--- src/rtl/rbhu_pkg.sv ---
// Package with the shared types and constants of the readout block hit unpacker.
package rbhu_pkg;

   localparam int HIT_INDEX_BITS = 16;
   localparam int QUEUE_DEPTH    = 2;
   localparam int QUEUE_PTR_BITS = (QUEUE_DEPTH > 1) ? $clog2(QUEUE_DEPTH) : 1;
   localparam int QUEUE_CNT_BITS = $clog2(QUEUE_DEPTH + 1);

   localparam logic [5:0]  CLOCK_MAX = 6'd63;
   localparam logic [11:0] TAC_MAX   = 12'd4095;

   typedef enum logic [2:0] {
      PHASE_HEADER = 3'b001,
      PHASE_FIRST  = 3'b010,
      PHASE_SECOND = 3'b100
   } phase_type;

   typedef struct packed {
      logic [31:0] data_word;
      logic        end_of_buffer;
      logic        clear_hit_count;
   } req_type;

   typedef struct packed {
      logic [3:0]                module_id;
      logic [3:0]                cable_id;
      logic [4:0]                tac_address;
      logic [4:0]                tac_channel;
      logic [3:0]                calibration;
      logic [5:0]                clock_value;
      logic [11:0]               tac_value;
      logic [11:0]               qdc_value;
      logic [HIT_INDEX_BITS-1:0] hit_index;
   } rsp_type;

   // One command from the parser to the hit formatter.
   typedef struct packed {
      logic        clear;
      logic        hit;
      logic [3:0]  module_id;
      logic [3:0]  cable_id;
      logic [31:0] first_word;
      logic [11:0] qdc_value;
   } cmd_type;

   // Handshake between a queue and the stage on either side of it.
   typedef struct packed {
      logic full;
      logic empty;
   } queue_status_type;

endpackage

--- src/rtl/rbhu_front.sv ---
// Word parser: tracks header and pair phases and issues hit and clear commands.
module rbhu_front (
   input  logic                      clock,
   input  logic                      reset,
   input  logic                      req_push,
   output logic                      req_full,
   input  rbhu_pkg::req_type         req_data,
   input  rbhu_pkg::queue_status_type q_status,
   output logic                      q_push,
   output rbhu_pkg::cmd_type         q_cmd
);
   import rbhu_pkg::*;

   phase_type   phase_ff, phase_in;
   logic [9:0]  words_left_ff, words_left_in;
   logic [3:0]  module_ff, module_in;
   logic [3:0]  cable_ff, cable_in;
   logic [31:0] held_ff, held_in;
   logic        accept;
   logic        hit;
   logic [9:0]  left_dec;

   assign req_full = q_status.full;
   assign accept   = req_push && !q_status.full;
   assign left_dec = words_left_ff - 10'd1;

   always_comb begin
      phase_in      = phase_ff;
      words_left_in = words_left_ff;
      module_in     = module_ff;
      cable_in      = cable_ff;
      held_in       = held_ff;
      hit           = 1'b0;
      if (accept) begin
         unique case (phase_ff)
            PHASE_FIRST: begin
               held_in       = req_data.data_word;
               words_left_in = left_dec;
               phase_in      = PHASE_SECOND;
            end
            PHASE_SECOND: begin
               hit           = 1'b1;
               words_left_in = left_dec;
               phase_in      = (left_dec == 10'd0) ? PHASE_HEADER : PHASE_FIRST;
            end
            default: begin
               // An odd word count is rounded up to a whole number of pairs.
               module_in     = req_data.data_word[31:28];
               cable_in      = req_data.data_word[27:24];
               words_left_in = ({1'b0, req_data.data_word[8:0]} + 10'd1) & 10'h3fe;
               phase_in      = (words_left_in == 10'd0) ? PHASE_HEADER : PHASE_FIRST;
            end
         endcase
         if (req_data.end_of_buffer) begin
            phase_in      = PHASE_HEADER;
            words_left_in = 10'd0;
         end
      end
   end

   always_ff @(posedge clock) begin
      if (reset) begin
         phase_ff      <= PHASE_HEADER;
         words_left_ff <= 10'd0;
      end else begin
         phase_ff      <= phase_in;
         words_left_ff <= words_left_in;
      end
      module_ff <= module_in;
      cable_ff  <= cable_in;
      held_ff   <= held_in;
   end

   assign q_push           = accept && (hit || req_data.clear_hit_count);
   assign q_cmd.clear      = req_data.clear_hit_count;
   assign q_cmd.hit        = hit;
   assign q_cmd.module_id  = module_ff;
   assign q_cmd.cable_id   = cable_ff;
   assign q_cmd.first_word = held_ff;
   assign q_cmd.qdc_value  = req_data.data_word[11:0];

endmodule

--- src/rtl/rbhu_queue.sv ---
// Short command queue that decouples the parser from the hit formatter.
module rbhu_queue (
   input  logic                       clock,
   input  logic                       reset,
   input  logic                       q_push,
   input  rbhu_pkg::cmd_type          q_cmd,
   input  logic                       q_pop,
   output rbhu_pkg::queue_status_type q_status,
   output rbhu_pkg::cmd_type          q_head
);
   import rbhu_pkg::*;

   cmd_type                   mem [QUEUE_DEPTH];
   logic [QUEUE_PTR_BITS-1:0] wr_ptr_ff, wr_ptr_in;
   logic [QUEUE_PTR_BITS-1:0] rd_ptr_ff, rd_ptr_in;
   logic [QUEUE_CNT_BITS-1:0] count_ff, count_in;

   localparam logic [QUEUE_PTR_BITS-1:0] LAST_PTR = QUEUE_PTR_BITS'(QUEUE_DEPTH - 1);
   localparam logic [QUEUE_CNT_BITS-1:0] FULL_CNT = QUEUE_CNT_BITS'(QUEUE_DEPTH);

   assign q_status.full  = (count_ff == FULL_CNT);
   assign q_status.empty = (count_ff == '0);
   assign q_head         = mem[rd_ptr_ff];

   always_comb begin
      wr_ptr_in = wr_ptr_ff;
      rd_ptr_in = rd_ptr_ff;
      count_in  = count_ff;
      if (q_push) begin
         wr_ptr_in = (wr_ptr_ff == LAST_PTR) ? '0 : wr_ptr_ff + 1'b1;
      end
      if (q_pop) begin
         rd_ptr_in = (rd_ptr_ff == LAST_PTR) ? '0 : rd_ptr_ff + 1'b1;
      end
      if (q_push && !q_pop) begin
         count_in = count_ff + 1'b1;
      end else if (q_pop && !q_push) begin
         count_in = count_ff - 1'b1;
      end
   end

   always_ff @(posedge clock) begin
      if (reset) begin
         wr_ptr_ff <= '0;
         rd_ptr_ff <= '0;
         count_ff  <= '0;
      end else begin
         wr_ptr_ff <= wr_ptr_in;
         rd_ptr_ff <= rd_ptr_in;
         count_ff  <= count_in;
      end
   end

   always_ff @(posedge clock) begin
      if (q_push) begin
         mem[wr_ptr_ff] <= q_cmd;
      end
   end

`ifndef ASSERT_OFF
   a_count_bound: assert property (@(posedge clock) disable iff (reset)
      count_ff <= FULL_CNT) else $error("queue count beyond depth");
   a_no_overflow: assert property (@(posedge clock) disable iff (reset)
      q_status.full |-> !q_push) else $error("push into full queue");
   a_no_underflow: assert property (@(posedge clock) disable iff (reset)
      q_status.empty |-> !q_pop) else $error("pop from empty queue");
   a_count_step: assert property (@(posedge clock) disable iff (reset)
      (q_push && !q_pop) |=> (count_ff == $past(count_ff) + 1'b1))
      else $error("queue count did not advance on push");
`endif

endmodule

--- src/rtl/rbhu_back.sv ---
// Hit formatter: applies clears, numbers hits and holds the result register.
module rbhu_back (
   input  logic                       clock,
   input  logic                       reset,
   input  rbhu_pkg::queue_status_type q_status,
   input  rbhu_pkg::cmd_type          q_head,
   output logic                       q_pop,
   output logic                       rsp_empty,
   input  logic                       rsp_pop,
   output rbhu_pkg::rsp_type          rsp_data
);
   import rbhu_pkg::*;

   logic [HIT_INDEX_BITS-1:0] count_ff, count_in;
   logic [HIT_INDEX_BITS-1:0] base;
   logic                      out_valid_ff, out_valid_in;
   rsp_type                   out_ff, out_in;

   // A command is taken when the result register is free or drains this cycle.
   assign q_pop = !q_status.empty && (!out_valid_ff || rsp_pop);
   assign base  = q_head.clear ? '0 : count_ff;

   always_comb begin
      count_in     = count_ff;
      out_valid_in = out_valid_ff && !rsp_pop;
      out_in       = out_ff;
      if (q_pop) begin
         count_in = base;
         if (q_head.hit) begin
            if (base != '1) begin
               count_in = base + 1'b1;
            end
            out_valid_in       = 1'b1;
            out_in.module_id   = q_head.module_id;
            out_in.cable_id    = q_head.cable_id;
            out_in.tac_address = q_head.first_word[31:27];
            out_in.tac_channel = q_head.first_word[26:22];
            out_in.calibration = q_head.first_word[21:18];
            out_in.clock_value = CLOCK_MAX - q_head.first_word[17:12];
            out_in.tac_value   = TAC_MAX - q_head.first_word[11:0];
            out_in.qdc_value   = q_head.qdc_value;
            out_in.hit_index   = base;
         end
      end
   end

   always_ff @(posedge clock) begin
      if (reset) begin
         count_ff     <= '0;
         out_valid_ff <= 1'b0;
      end else begin
         count_ff     <= count_in;
         out_valid_ff <= out_valid_in;
      end
      out_ff <= out_in;
   end

   assign rsp_empty = !out_valid_ff;
   assign rsp_data  = out_ff;

endmodule

--- src/rtl/readout_block_hit_unpacker.sv ---
// Top level of the readout block hit unpacker.
// The block takes one 32-bit readout word per cycle (header, then first and second words of
// each pair) and emits one hit record for every completed pair. A word is accepted in every
// cycle in which the two-entry command queue between the parser and the hit formatter has
// room. A hit record enters the queue with the word that completes its pair and moves on to
// the result register once that register is free. The result register lets new words
// in while a record waits to be popped, until the queue holds two commands.
// The hit index counts up from the last clear and stops at its maximum value.
module readout_block_hit_unpacker (
   input  logic              clock,
   input  logic              reset,
   input  logic              req_push,
   output logic              req_full,
   input  rbhu_pkg::req_type req_data,
   output logic              rsp_empty,
   input  logic              rsp_pop,
   output rbhu_pkg::rsp_type rsp_data
);
   import rbhu_pkg::*;

   logic             q_push;
   logic             q_pop;
   cmd_type          q_cmd;
   cmd_type          q_head;
   queue_status_type q_status;

   rbhu_front u_front (
      .clock    (clock),
      .reset    (reset),
      .req_push (req_push),
      .req_full (req_full),
      .req_data (req_data),
      .q_status (q_status),
      .q_push   (q_push),
      .q_cmd    (q_cmd)
   );

   rbhu_queue u_queue (
      .clock    (clock),
      .reset    (reset),
      .q_push   (q_push),
      .q_cmd    (q_cmd),
      .q_pop    (q_pop),
      .q_status (q_status),
      .q_head   (q_head)
   );

   rbhu_back u_back (
      .clock     (clock),
      .reset     (reset),
      .q_status  (q_status),
      .q_head    (q_head),
      .q_pop     (q_pop),
      .rsp_empty (rsp_empty),
      .rsp_pop   (rsp_pop),
      .rsp_data  (rsp_data)
   );

endmodule
--- config.mk ---
export PLATFORM = sky130hd
export DESIGN_NAME = readout_block_hit_unpacker
export DESIGN_NICKNAME = d
export VERILOG_FILES = /design/src/rtl/rbhu_pkg.sv /design/src/rtl/rbhu_front.sv /design/src/rtl/rbhu_queue.sv /design/src/rtl/rbhu_back.sv /design/src/rtl/readout_block_hit_unpacker.sv
export SDC_FILE = /design/constraint.sdc
export NUM_CORES = 1
export LEC_CHECK = 0
export BUFFER_PORTS_ARGS = -buffer_cell sky130_fd_sc_hd__clkbuf_2
export CAP_MARGIN = 5
export CORE_ASPECT_RATIO = 1.2
export CORE_MARGIN = 5
export CORE_UTILIZATION = 25
export CTS_CLUSTER_SIZE = 12
export DETAILED_ROUTE_END_ITERATION = 16
export PLACE_DENSITY = 0.52
export SLEW_MARGIN = 10
export SYNTH_ARGS = -nofsm -noshare
export SYNTH_HDL_FRONTEND = slang
export SYNTH_HIERARCHICAL = 1
export SYNTH_SLANG_ARGS = --single-unit
--- constraint.sdc ---
create_clock -name clock -period 8.5 [get_ports clock]
set_input_delay 0.425 -clock clock [delete_from_list [all_inputs] [get_ports clock]]
set_output_delay 0.425 -clock clock [all_outputs]
set_load 0.02 [all_outputs]
==> qor.yml <==
run_status:
  status: "finished, final reports clean"
cells_and_area:
  final_util: 0.293
  nets: 741
  layout_common_cells: "216 x edfxtp_1, 107 x clkbuf_2, 55 x mux2_2"
  final_common_cell: "edfxtp_1"
  drive_gt1_frac: 0.304
  area_growth_syn_to_layout_pct: 16.8
pwr:
  clock_power_share: 0.315
  p_leak_nw: 3.88
  finalPower_w: 0.00307
  pwr-share-seq: 0.524
  power_density_nw_per_um2: 272
  ir_drop_mv: 0.136
  p_comb_frac: 0.160
  p_sw_w: 0.000823
  internal-power_w: 0.00225
  sw_frac_of_total: 0.268
flow_run:
  cap_violations: 0
synth:
  synth-edff-count: 216
  synthArstFlopShare: 0
  syn-cell-area_sq_um: 9680
  syn_nets: 641
  syn_inst: 599
  yosys.cell_types.count: 60
  syn_avg_cell_area_sq_um: 16.2
  yosysWarnings: 6
  synth_ff_type: "edfxtp_1"
  ys_ff_latch: 251
  seq_area_frac_synth: 0.743
timing:
  skew_ns: 0.0206
  fin_crit_sh: 0.343
  finalSetupTns_ns: 0
  post-route-min-period_ns: 2.91
  slew_viol_final: 0
  grt_setup_unrepaired: "no"
  tightest_slew_ns: 1.12
  max_freq_mhz: 343
  setup-violations-final: 0
  hold_viol: 0
  maxSlewHeadroom: 0.253
worst_setup_path:
  critPathMaxFanout: 54
  cp_top_family: "simple AND/OR/NAND/NOR gates"
  cp.arrival_ns: 3.35
  critPathCaptureType: "flop"
  worst-path-buf-inv: 0
  max_stage_delay_ns: 0.84
  crit_chain: "mux2_2 > and4b_1 > nand4bb_4 > nor3_2 > mux2_1 > nor2_1"
  crit_type: "reg2reg"
  crit_path_top_delay_cell: "dfxtp_4"
  critPathRequiredTime_ns: 8.94
  critPathLaunchType: "flop"
grt:
  grt_max_degree: 72
  first_global_vias: 5183
  track_usage: 0.0861
  antenna_found_initial: 1
  grt_first_pass_wirelength_um: 29000
  gr-total-overflow: 0
detailed_routing:
  dr_total_vias: 5016
  wl_per_cell_um: 15.6
  drt-pass1-iter-count: 4
  drt_iter0_drc: 198
  route.detailed.drc: 0
  vias_per_cell: 4.18
  drtAntennaViolNets: 0
  wl_um: 18800
cts:
  cts_setup_buffers: 0
  cts_hold_buffers: 0
  cts_made_buffers: 25
  clockBufferDepth: 3
  cts_resized: 0
  clkLatencyLatePin_ns: 0.53
  cts_root_buf: "clkbuf_16"
  cts_sinks: 251
  htree_num_levels: 1
  cts_tree: "yes"
  clk_pin_slew_worst_paths_ns: 0.06
die:
  io_pins: 108
  fp.dieArea_sq_um: 42800
  rows: 79
  die_w_um: 190
  coreArea_sq_um: 38500
  start_util: 0.251
  die_y_um: 226
place:
  portBuffers: 107
  place_hpwl_um: 11900
  place_congestion: 0.749
min_path:
  min_path_type: "in2reg"
## state kept, by name (all words and copies together) (netlist names), named ones only
name and cells:
u_queue/mem 108, u_back/count_ff 16, u_back/rsp_data 68, u_front/cable_ff 4, u_queue/wr_ptr_ff 1, u_back/out_valid_ff 1
u_front/module_ff 4, u_queue/rd_ptr_ff 1, u_front/phase_ff 3, u_front/words_left_ff 10, u_queue/count_ff 2, u_front/held_ff 32
## worst paths after layout
kind	startpoint	to	slack, ns	cells after the start
hold reg to reg	u_front/held_ff[8]	u_queue/mem[0][20]	0.43	0
hold / removal	req_data[17]	u_front/held_ff[15]	0.09	1
setup reg to reg	flop	u_back/count_ff[7]	5.59	6
setup / recovery	flop	u_back/count_ff[7]	5.59	6
## layout make-up
cell class                 instances  area [sq um]
clock buffer                      37           671
antenna                            1          2.50
inverter                          27           101
fill                            3869         27200
multi-input combinational        285          2160
timing repair buffer             109           551
clock inverter                     4          21.3
sequential                       251          7190
tap                              486           608
## cells by family after synthesis
kind of cell,after synthesis,synth area share
AO/OA/AOI/OAI,63,0.0428
XOR/XNOR,17,0.0154
adder cells (fa/ha/maj),4,0.00517
buffers and inverters,63,0.0367
flip-flops,251,0.743
multiplexers,58,0.0673
AND/OR/NAND/NOR,143,0.0901
## synth_stat cells, types with 4 or more instances
cell / count / area, sq um
edfxtp_1: 216 / 6490
mux2_2: 55 / 619
dfxtp_1: 35 / 701
inv_1: 27 / 101
nand2_1: 25 / 93.8
nor2_1: 24 / 90.1
a21oi_1: 21 / 105
nor2b_1: 18 / 113
buf_4: 15 / 113
nand3_1: 13 / 65.1
clkbuf_1: 10 / 37.5
nor3_1: 10 / 50.1
xnor2_1: 10 / 87.6
o21ai_0: 9 / 45.0
o211ai_1: 8 / 60.1
buf_6: 7 / 78.8
xor2_1: 7 / 61.3
nor4_1: 6 / 37.5
nand2b_1: 5 / 31.3
nor3b_1: 5 / 37.5
a22oi_1: 4 / 30.0
ha_1: 4 / 50.1
nand4_1: 4 / 25.0
nor3_2: 4 / 40.0
o21ai_1: 4 / 20.0
## power by group through the flow
stage	Sequential [W]	Combinational (W)	Clock [W]
finish	0.00161	0.000493	0.000969
global route	0.00163	0.000537	0.00106
global placement	0.00164	0.000505	0
detailed placement	0.00164	0.000505	0
floorplan	0.00170	0.000286	0
CTS	0.00162	0.000507	0.00101
## per-layer routing
metal | GRT usage | vias up | part of all wire
met4 | 0.0306 | 0 | 0.020
met1 | 0.102 | 2471 | 0.41
met3 | 0.0195 | 22 | 0.054
met5 | 0 | - | 0
li1 | - | 2423 | -
met2 | 0.153 | 100 | 0.51
## metrics by stage
stage	std cells	setup WS (ns)	cell area (sq um)	hold slack, ns
final	1200	5.59	11300	0.0870
after global routing	1199	5.37	11300	0.0636
after CTS	1199	5.47	11300	0.0546
after floorplan	599	3.75	9680	0.421
after detailed placement	1158	5.51	10600	0.430
after global placement	1158	5.53	10600	0.422
## worst register-to-register path: cells and delay by family, from the launching register on
family        cells  cell delay (ns)
simple gates      4             1.04
mux               2             0.95
flops             1             0.84
Note: power is estimated with default switching activity, not from simulation.
